[src/rtl/sm3_pkg.sv]
// ----------------------------------------------------------------------------
// SM3 hash engine package
// Payload types, initial value and round helpers shared by the engine.
// ----------------------------------------------------------------------------
package sm3_pkg;

	typedef struct packed {
		logic [31:0] data_word;
		logic [2:0]  byte_count;
		logic        final_word;
	} sm3_in_t;

	typedef struct packed {
		logic [31:0] digest_word;
		logic [2:0]  word_index;
		logic        last_of_digest;
	} sm3_out_t;

	localparam logic [31:0] T_LOW  = 32'h79cc4519;
	localparam logic [31:0] T_HIGH = 32'h7a879d8a;
	localparam logic [7:0]  PAD_BYTE = 8'h80;

	localparam logic [255:0] SM3_IV = {
		32'h7380166f, 32'h4914b2b9, 32'h172442d7, 32'hda8a0600,
		32'ha96f30bc, 32'h163138aa, 32'he38dee4d, 32'hb0fb0e4e
	};

	function automatic logic [31:0] rol(input logic [31:0] x, input logic [4:0] n);
		logic [63:0] d;
		d = {x, x} << n;
		return d[63:32];
	endfunction

	function automatic logic [31:0] p0(input logic [31:0] x);
		return x ^ rol(x, 5'd9) ^ rol(x, 5'd17);
	endfunction

	function automatic logic [31:0] p1(input logic [31:0] x);
		return x ^ rol(x, 5'd15) ^ rol(x, 5'd23);
	endfunction

endpackage

[src/rtl/sm3_hash_engine.sv]
// ----------------------------------------------------------------------------
// SM3 hash engine
// Streams a message in 32-bit words and returns the 256-bit SM3 digest.
// ----------------------------------------------------------------------------
// Input beats carry one big-endian message word; final_word marks the last
// one, whose byte_count (0..4, above 4 counts as 4) gives its valid bytes
// from the top. Every sixteenth word starts a compression of 64 rounds,
// one round per cycle, through a single round unit and a sliding 16-word
// message schedule. While compressing the block holds ready low, so no new
// word is taken until the compression is folded into the chaining value.
// On the final beat the padding words and the 64-bit length are loaded
// one per cycle, running one or two compressions, and then eight digest
// beats leave on the output channel, word_index 0 to 7. A stalled receiver
// holds the digest beat in place; no new word is taken until the eighth
// beat is gone. The block then returns to the initial value for the next
// message. Reset loads the initial value and clears length and count; the
// time from the final word to the first digest beat depends on how many
// padding blocks are needed.
// ----------------------------------------------------------------------------
module sm3_hash_engine (
	input  logic            clk,
	input  logic            arst_n,
	input  logic            in_valid,
	output logic            in_ready,
	input  sm3_pkg::sm3_in_t  in_data,
	output logic            out_valid,
	input  logic            out_ready,
	output sm3_pkg::sm3_out_t out_data
);
	import sm3_pkg::*;

	localparam logic [2:0] ST_LOAD = 3'd0;
	localparam logic [2:0] ST_PAD  = 3'd1;
	localparam logic [2:0] ST_INIT = 3'd2;
	localparam logic [2:0] ST_RND  = 3'd3;
	localparam logic [2:0] ST_FOLD = 3'd4;
	localparam logic [2:0] ST_OUT  = 3'd5;

	logic [2:0]   state_q;
	logic [31:0]  w_q [16];
	logic [255:0] cv_q;
	logic [31:0]  a_q, b_q, c_q, d_q, e_q, f_q, g_q, h_q;
	logic [3:0]   fill_q;
	logic [63:0]  bits_q;
	logic [5:0]   round_q;
	logic [2:0]   oidx_q;
	logic         fin_q;
	// Padding progress: pad_first_q set until 0x80 word placed.
	logic         pad_first_q;
	logic         last_blk_q;

	// Word produced this cycle for the block buffer.
	logic         push;
	logic [31:0]  push_word;
	logic [3:0]   cnt;
	logic [31:0]  keep, pad;
	logic [63:0]  bits_new;

	always_comb begin
		cnt = (in_data.byte_count > 3'd4 || !in_data.final_word) ? 4'd4 :
			{1'b0, in_data.byte_count};
		case (cnt[2:0])
			3'd0:    begin keep = 32'h0;        pad = {PAD_BYTE, 24'h0}; end
			3'd1:    begin keep = 32'hff000000; pad = {8'h0, PAD_BYTE, 16'h0}; end
			3'd2:    begin keep = 32'hffff0000; pad = {16'h0, PAD_BYTE, 8'h0}; end
			3'd3:    begin keep = 32'hffffff00; pad = {24'h0, PAD_BYTE}; end
			default: begin keep = 32'hffffffff; pad = 32'h0; end
		endcase
		bits_new = bits_q + {57'd0, cnt, 3'd0};
	end

	// Next padding word given position in the block.
	logic [31:0] pad_word;
	logic        pad_room;
	always_comb begin
		pad_room = 1'b0;
		if (pad_first_q) begin
			pad_word = {PAD_BYTE, 24'h0};
		end else if (fill_q < 4'd14) begin
			pad_word = 32'h0;
		end else if (!last_blk_q) begin
			pad_word = 32'h0;
		end else if (fill_q == 4'd14) begin
			pad_word = bits_q[63:32];
		end else begin
			pad_word = bits_q[31:0];
		end
		// The length fits only when the pad byte landed below fourteen.
		if (pad_first_q) pad_room = (fill_q < 4'd14);
	end

	// Round unit.
	logic [31:0] tj, a12, ss1, ss2, ff, gg, tt1, tt2, wj, wj4, wnew;
	logic        lo;
	always_comb begin
		lo  = (round_q < 6'd16);
		tj  = lo ? T_LOW : T_HIGH;
		wj  = w_q[0];
		wj4 = w_q[4];
		a12 = rol(a_q, 5'd12);
		ss1 = rol(a12 + e_q + rol(tj, round_q[4:0]), 5'd7);
		ss2 = ss1 ^ a12;
		ff  = lo ? (a_q ^ b_q ^ c_q) : ((a_q & b_q) | (a_q & c_q) | (b_q & c_q));
		gg  = lo ? (e_q ^ f_q ^ g_q) : ((e_q & f_q) | (~e_q & g_q));
		tt1 = ff + d_q + ss2 + (wj ^ wj4);
		tt2 = gg + h_q + ss1 + wj;
		wnew = p1(w_q[0] ^ w_q[7] ^ rol(w_q[13], 5'd15)) ^ rol(w_q[3], 5'd7) ^ w_q[10];
	end

	assign in_ready  = (state_q == ST_LOAD);
	assign out_valid = (state_q == ST_OUT);
	always_comb begin
		out_data.digest_word    = cv_q[255 - 32*oidx_q -: 32];
		out_data.word_index     = oidx_q;
		out_data.last_of_digest = (oidx_q == 3'd7);
	end

	always_comb begin
		push = 1'b0;
		push_word = pad_word;
		if (state_q == ST_LOAD && in_valid) begin
			push = 1'b1;
			push_word = (in_data.data_word & keep) | pad;
		end else if (state_q == ST_PAD) begin
			push = 1'b1;
		end
	end

	always_ff @(posedge clk) begin
		if (push) w_q[fill_q] <= push_word;
		else if (state_q == ST_RND) begin
			for (int i = 0; i < 15; i++) w_q[i] <= w_q[i+1];
			w_q[15] <= wnew;
		end
	end

	always_ff @(posedge clk or negedge arst_n) begin
		if (!arst_n) begin
			state_q <= ST_LOAD;
			cv_q <= SM3_IV;
			fill_q <= 4'd0;
			bits_q <= 64'd0;
			round_q <= 6'd0;
			oidx_q <= 3'd0;
			fin_q <= 1'b0;
			pad_first_q <= 1'b0;
			last_blk_q <= 1'b0;
			{a_q, b_q, c_q, d_q, e_q, f_q, g_q, h_q} <= '0;
		end else begin
			unique case (state_q)
				ST_LOAD: if (in_valid) begin
					bits_q <= bits_new;
					fill_q <= fill_q + 4'd1;
					if (in_data.final_word) begin
						fin_q <= 1'b1;
						// A full final word still needs its 0x80 word.
						pad_first_q <= (cnt == 4'd4);
						last_blk_q <= (cnt != 4'd4) && (fill_q < 4'd14);
						state_q <= (fill_q == 4'd15) ? ST_INIT : ST_PAD;
					end else if (fill_q == 4'd15) begin
						state_q <= ST_INIT;
					end
				end
				ST_PAD: begin
					fill_q <= fill_q + 4'd1;
					if (pad_first_q) begin
						pad_first_q <= 1'b0;
						last_blk_q <= pad_room;
					end
					if (fill_q == 4'd15) state_q <= ST_INIT;
				end
				ST_INIT: begin
					{a_q, b_q, c_q, d_q, e_q, f_q, g_q, h_q} <= cv_q;
					round_q <= 6'd0;
					state_q <= ST_RND;
				end
				ST_RND: begin
					d_q <= c_q; c_q <= rol(b_q, 5'd9); b_q <= a_q; a_q <= tt1;
					h_q <= g_q; g_q <= rol(f_q, 5'd19); f_q <= e_q; e_q <= p0(tt2);
					round_q <= round_q + 6'd1;
					if (round_q == 6'd63) state_q <= ST_FOLD;
				end
				ST_FOLD: begin
					cv_q <= cv_q ^ {a_q, b_q, c_q, d_q, e_q, f_q, g_q, h_q};
					if (!fin_q) state_q <= ST_LOAD;
					else if (last_blk_q) begin
						state_q <= ST_OUT;
						oidx_q <= 3'd0;
					end else begin
						last_blk_q <= !pad_first_q;
						state_q <= ST_PAD;
					end
				end
				ST_OUT: if (out_ready) begin
					oidx_q <= oidx_q + 3'd1;
					if (oidx_q == 3'd7) begin
						state_q <= ST_LOAD;
						cv_q <= SM3_IV;
						bits_q <= 64'd0;
						fin_q <= 1'b0;
						last_blk_q <= 1'b0;
						fill_q <= 4'd0;
					end
				end
				default: state_q <= ST_LOAD;
			endcase
		end
	end

	a_no_overlap: assert property (@(posedge clk) disable iff (!arst_n)
		!(in_ready && out_valid)) else $error("input and output open together");
	a_round_end: assert property (@(posedge clk) disable iff (!arst_n)
		(state_q == ST_RND && round_q == 6'd63) |=> (state_q == ST_FOLD))
		else $error("round count lost");
	a_out_fill: assert property (@(posedge clk) disable iff (!arst_n)
		out_valid |-> (fill_q == 4'd0 && fin_q)) else $error("digest with partial block");
	a_idx_hold: assert property (@(posedge clk) disable iff (!arst_n)
		(out_valid && !out_ready) |=> $stable(oidx_q)) else $error("digest index moved");

endmodule

[config.mk]
export PLATFORM = sky130hd
export DESIGN_NAME = sm3_hash_engine
export DESIGN_NICKNAME = d
export VERILOG_FILES = /design/src/rtl/sm3_pkg.sv /design/src/rtl/sm3_hash_engine.sv
export SDC_FILE = /design/constraint.sdc
export NUM_CORES = 2
export LEC_CHECK = 0
export BUFFER_PORTS_ARGS = -buffer_cell sky130_fd_sc_hd__buf_2
export CAP_MARGIN = 20
export CORE_MARGIN = 1
export CORE_UTILIZATION = 44
export CTS_BUF_LIST = sky130_fd_sc_hd__clkbuf_4
export CTS_CLUSTER_DIAMETER = 80
export DETAILED_ROUTE_END_ITERATION = 6
export SLEW_MARGIN = 20
export SYNTH_ARGS = -nofsm -noshare
export SYNTH_HDL_FRONTEND = slang
export SYNTH_SLANG_ARGS = --single-unit
[constraint.sdc]
create_clock -name clk -period 22.1 [get_ports clk]
set_input_delay 4.42 -clock clk [delete_from_list [all_inputs] [get_ports clk]]
set_output_delay 4.42 -clock clk [all_outputs]
set_load 0.05 [all_outputs]
Yosys cells after proc, flatten, opt, wreduce, memory -nomap -nowiden
Memories as Yosys holds them, arrays and structs flattened.
Index checks and enable logic that the tools add are counted.
Storage, ports and cells
  bits in registers: 595
  bits in writable memories: 512
  logic and storage cells: 175
  memories: 1
Memory list
  w_q: words 16, width 32, read ports 16, clocked after memory_dff 0, write ports 16, RTL line sm3_hash_engine.sv:40  | logic [31:0] w_q [16];
Cells by class
  add/sub/neg operators: 13
  order comparisons: 3
  equal/unequal tests: 22
  shift operators: 2
  muxes and demuxes: 69
  bitwise gates (word level): 26
  reductions and logical operators: 22
Operators by type and width (count)
  $mux 256: 2
  $pmux 256 s2: 1
  $pmux 32 s2: 8
  $xor 32x32->32: 14
  $shiftx 287x33->32: 1
  $add 32x32->32: 8
  $mux 32: 8
  $pmux 32 s4: 2
  $xor 256x256->256: 1
  $and 32x32->32: 6
  $mux 64: 3
  $or 32x32->32: 4
  $pmux 64 s2: 1
  $add 64x6->64: 1
  $shl 63x5->64: 1
  $mux 3: 12
  $not 32->32: 1
  $reduce_or 32->1: 1
  $mux 26: 1
  $mux 1: 19
  $pmux 3 s6: 1
  $mux 4: 4
  $reduce_and 4->1: 4
  $eq 3x2->1 const B: 4
  30 further kinds: 49

Longest topological paths before layout
  word-level depth: 10
  depth in mapped cells: 41

Worst setup path before layout
No wires, ideal clock.
  kind: reg2reg
  start: register round_q[5]
  end: register e_q[1]
  setup time: 0.126 ns
  arrival time: 8.208 ns
  required time: 21.974 ns
  setup slack: 13.766 ns
  cell stages (with the launch flop): 38
  period minus slack after synthesis: 8.334 ns
  cells stage by stage: dfrtp_1 nor2_8 inv_4 clkbuf_1 clkbuf_1 buf_1 ha_1 nor2_1 a211oi_1 a21oi_1 mux2i_1 mux2i_1 fa_1 inv_1 ha_1 inv_1 fa_1 nor2b_1 [2 not listed] a21oi_1 nand3_1 a31oi_1 nor4_1 a2111o_1 fa_1 fa_1 inv_1 ha_1 or3_1 a21oi_1 o21ai_1 a221oi_2 nand2_1 a31oi_1 xnor2_1 xnor2_1 a221o_1
Between the ends
  longest elaborated chain between the ends: 9
RTL lines
  start, declared: RTL line sm3_hash_engine.sv:45  | logic [5:0] round_q;
  start signal, assigned: RTL line sm3_hash_engine.sv:180  | round_q <= round_q + 6'd1;
  $lt 6x5->1 *: RTL line sm3_hash_engine.sv:96  | lo = (round_q < 6'd16);
  $mux 26: RTL line sm3_hash_engine.sv:97  | tj = lo ? T_LOW : T_HIGH;
  $shl 63x5->64: RTL line sm3_pkg.sv:30  | d = {x, x} << n;
  $add 32x32->32: RTL line sm3_hash_engine.sv:101  | ss1 = rol(a12 + e_q + rol(tj, round_q[4:0]), 5'd7);
  $add 32x32->32 * (2 in a row): RTL line sm3_hash_engine.sv:106  | tt2 = gg + h_q + ss1 + wj;
  $xor 32x32->32: RTL line sm3_pkg.sv:35  | return x ^ rol(x, 5'd9) ^ rol(x, 5'd17);
  $xor 32x32->32 *: RTL line sm3_pkg.sv:35
  $pmux 32 s2 *: RTL line sm3_hash_engine.sv:150  | unique case (state_q)
  end signal, assigned: RTL line sm3_hash_engine.sv:173  | {a_q, b_q, c_q, d_q, e_q, f_q, g_q, h_q} <= cv_q;
  end signal, assigned: RTL line sm3_hash_engine.sv:179  | h_q <= g_q; g_q <= rol(f_q, 5'd19); f_q <= e_q; e_q <= p0(tt2);
  end, declared: RTL line sm3_hash_engine.sv:42  | logic [31:0] a_q, b_q, c_q, d_q, e_q, f_q, g_q, h_q;
Mark *: on every way between the ends. The rest lies on a longest branch, timed or not.
A chain may end at the register's enable or synchronous reset.

Final worst setup path
  start: register round_q[4]
  end: register a_q[30]
Between the ends
  longest elaborated chain between the ends: 8
RTL lines
  $lt 6x5->1: RTL line sm3_hash_engine.sv:96
  $mux 26: RTL line sm3_hash_engine.sv:97
  $shl 63x5->64: RTL line sm3_pkg.sv:30
  $add 32x32->32: RTL line sm3_hash_engine.sv:101
  $xor 32x32->32: RTL line sm3_hash_engine.sv:102  | ss2 = ss1 ^ a12;
  $add 32x32->32 * (2 in a row): RTL line sm3_hash_engine.sv:105  | tt1 = ff + d_q + ss2 + (wj ^ wj4);
  $pmux 32 s2 *: RTL line sm3_hash_engine.sv:150
  end signal, assigned: RTL line sm3_hash_engine.sv:173
  end signal, assigned: RTL line sm3_hash_engine.sv:178  | d_q <= c_q; c_q <= rol(b_q, 5'd9); b_q <= a_q; a_q <= tt1;
  end, declared: RTL line sm3_hash_engine.sv:42
Marked as above.

==> results.ini <==
[drt]
dr.pass1.iters=6
drt.antenna.violating_nets=0
finalWirelength_um=222000
drc=0
viasPerCell=5.76
post_drt_wl_per_cell_um=26.8
dr_total_vias=47607
drtIter0Drc=4351

[synthesis]
syn-cell-area_mm2=0.0643
synthTopCellsByCount=nor2_1, a21oi_1, edfxtp_1, dfrtp_1, nand2_1
synth_top_area_frac=0.239
ys_top_cells_by_area=edfxtp_1, dfrtp_1, fa_1, dfstp_2, xor2_1
synth_edf_count=512
synth_area_per_cell_um2=10.7
synth.most_common_cell=nor2_1
async_flop_share=0.536
syn_nets=6333
ys.flop_type=edfxtp_1
synthDistinctLibCells=87
yosysTopAreaCell=edfxtp_1
ys_seq_area_frac=0.472
synth_cells=5996
synth.ff_latch_count=1104
yosysWarnings=0

[clock_network]
path_clk_slew_ps=70
root_buffer=clkbuf_4
post_cts_buffers=0
cts_resized=0
cts.sinks=1104
htreeDepth=5
cts_buffer_depth=4
cts_tree=yes
holdBufCountCts=0
cts_made_buffers=324
clock_latency_ps=1360

[floorplan]
die_x_um=384
rows=139
ios=78
start_util=0.446
fp.dieH_um=384
core-area_mm2=0.144
die_area_mm2=0.148

[sta]
fin_skew_ps=135
hold_viol_final=0
setup_viol=0
finalSetupTns_ps=0
worstMarginPinSlew_ps=1230
finalCriticalPeriod_ps=10370
rsz0062_at_grt=false
slew_headroom=0.177
timing.fmax_mhz=96.4
layout_setup_ws_ps=11730
report.final.slew_viol_count=0
fin_crit_sh=0.469

[finish]
fin_util=0.490
final_nets=6455
drive_gt1_frac=0.160
fin_area_mm2=0.0707
syn2layout_area_growth_pct=9.94

[critical_path]
cp_slowest_stage_delay_ps=780
path_common_cell=a21oi_1
r2r-start=round_q[4]
endpoint_kind=flop
worstPathMaxFanout=51
start_kind=flop
cp.arrival_ps=11560
worst-path-buf-inv=5
r2r_cells=36
required_ps=23290
r2r_slack_ps=11730
path_class=flop to flop
r2r_end=a_q[30]
crit_slowest_cell=a2111oi_2
cpLargestDelayFamily=compound AO/OA/AOI/OAI gates

[hold_path]
holdCritPathClass=flop to flop
hold_path_depth=1
worstHoldStart=w_q[1][6]
holdPathEnd=w_q[0][6]

[grt]
grt_pass1_vias=46238
overflow=0
gr-usage-met1=0.394
met3_usage=0.0499
grt.busiest_layer=met2
grt_pass1_wl_um=323000
grt_start_max_net_pins=207
grt_usage=0.300
met2_usage=0.486
antenna_found_initial=8

[placed_design]
dp_hpwl_um=155000
dpl_cell_area_mm2=0.0666
gp_congestion=1.03
place_ws_ps=11900
io_buffers=77

[power]
finalPower_mw=4.16
p_switching_uw=953
p_sw_frac=0.229
p_leak_nw=32.1
comb_power_share=0.007
p_seq_frac=0.513
p_per_area_mw_per_mm2=58.8
pwr-share-clk=0.479
vdd_drop_max_v=0.0000426
internal_power_mw=3.21

[outcome]
status=finished, final reports clean

[run]
maxCapViolations=0

[kinds of logic after synthesis]
kind of cell | Yosys count | share of synthesized area
AOI/OAI and AO/OA | 1575 | 0.153
and+or+nand+nor | 1375 | 0.0961
DFF | 1104 | 0.472
buffers and inverters | 626 | 0.0374
xor gates and xnor gates | 616 | 0.0855
muxes | 403 | 0.0768
adders and majority gates | 297 | 0.0798
[sequential cells by signal (all words and copies together), names as in the netlist]
name and count:
w_q 512, cv_q 256, bits_q 61, a_q 32
b_q 32, c_q 32, d_q 32, e_q 32
f_q 32, g_q 32, h_q 32, round_q 6
fill_q 4, oidx_q 3, state_q 3, fin_q 1
last_blk_q 1, pad_first_q 1
[cell usage in the layout (no fill, tap or decap), drive strengths merged, types with 17 or more instances in the layout]
cell | synthesis | routed
mux2 | 63 | 63
a21boi | 23 | 23
xnor2 | 289 | 289
o21a | 289 | 289
nor3 | 55 | 55
dfstp | 119 | 119
a21oi | 520 | 520
nand4 | 17 | 17
and3 | 168 | 168
nor2 | 551 | 551
ha | 108 | 108
edfxtp | 512 | 512
or3 | 18 | 18
a211oi | 20 | 20
inv | 241 | 247
nand3 | 49 | 49
clkbuf | 324 | 506
buf | 61 | 181
fa | 189 | 189
xor2 | 322 | 322
a31oi | 39 | 39
nand2 | 430 | 430
o21ai | 303 | 303
o211ai | 26 | 26
mux2i | 274 | 274
a21o | 276 | 276
clkinv | 0 | 45
mux4 | 66 | 66
dfrtp | 473 | 473
[power by group through the flow]
stage / Sequential [mW] / Clock, mW / Combinational, mW
after detailed placement: 2.18 / 0 / 0.0320
final: 2.14 / 1.99 / 0.0307
after CTS: 2.14 / 2.04 / 0.0321
after global routing: 2.13 / 2.15 / 0.0354
after floorplan: 2.18 / 0 / 0.00218
after global placement: 2.18 / 0 / 0.0320
[cell type report]
class	count	area, um^2
fill	13290	73600
multi-input combinational	4266	31700
sequential	1104	30400
clock buffer	506	3800
tap	1903	2380
timing repair buffer	181	1240
inverter	241	907
clock inverter	55	297
antenna	10	25.0
[how the worst max path moves through the flow]
stage,from,to,slack [ps],cells after the start
2_1_floorplan,round_q[5],e_q[1],13770,37
3_3_place_gp,round_q[4],a_q[30],11460,36
3_5_place_dp,round_q[4],a_q[30],11900,36
4_1_cts,round_q[4],a_q[30],11880,36
5_1_grt,round_q[4],a_q[30],11180,37
6_report,round_q[4],a_q[30],11730,36
[per-layer routing]
| metal | wire, um | vias to the layer above |
|---|---|---|
| met5 | 55 | - |
| met1 | 93600 | 24206 |
| li1 | - | 21425 |
| met2 | 105000 | 1588 |
| met3 | 12500 | 380 |
| met4 | 10100 | 8 |
[metrics by stage]
| step | instances | hold slack [ps] |
|---|---|---|
| 3_3_place_gp | 7695 | 496 |
| 2_1_floorplan | 5996 | 474 |
| 5_1_grt | 8266 | 459 |
| 3_5_place_dp | 7695 | 503 |
| 4_1_cts | 8256 | 435 |
| 6_report | 8266 | 467 |
(Power assumes the default switching activity.)
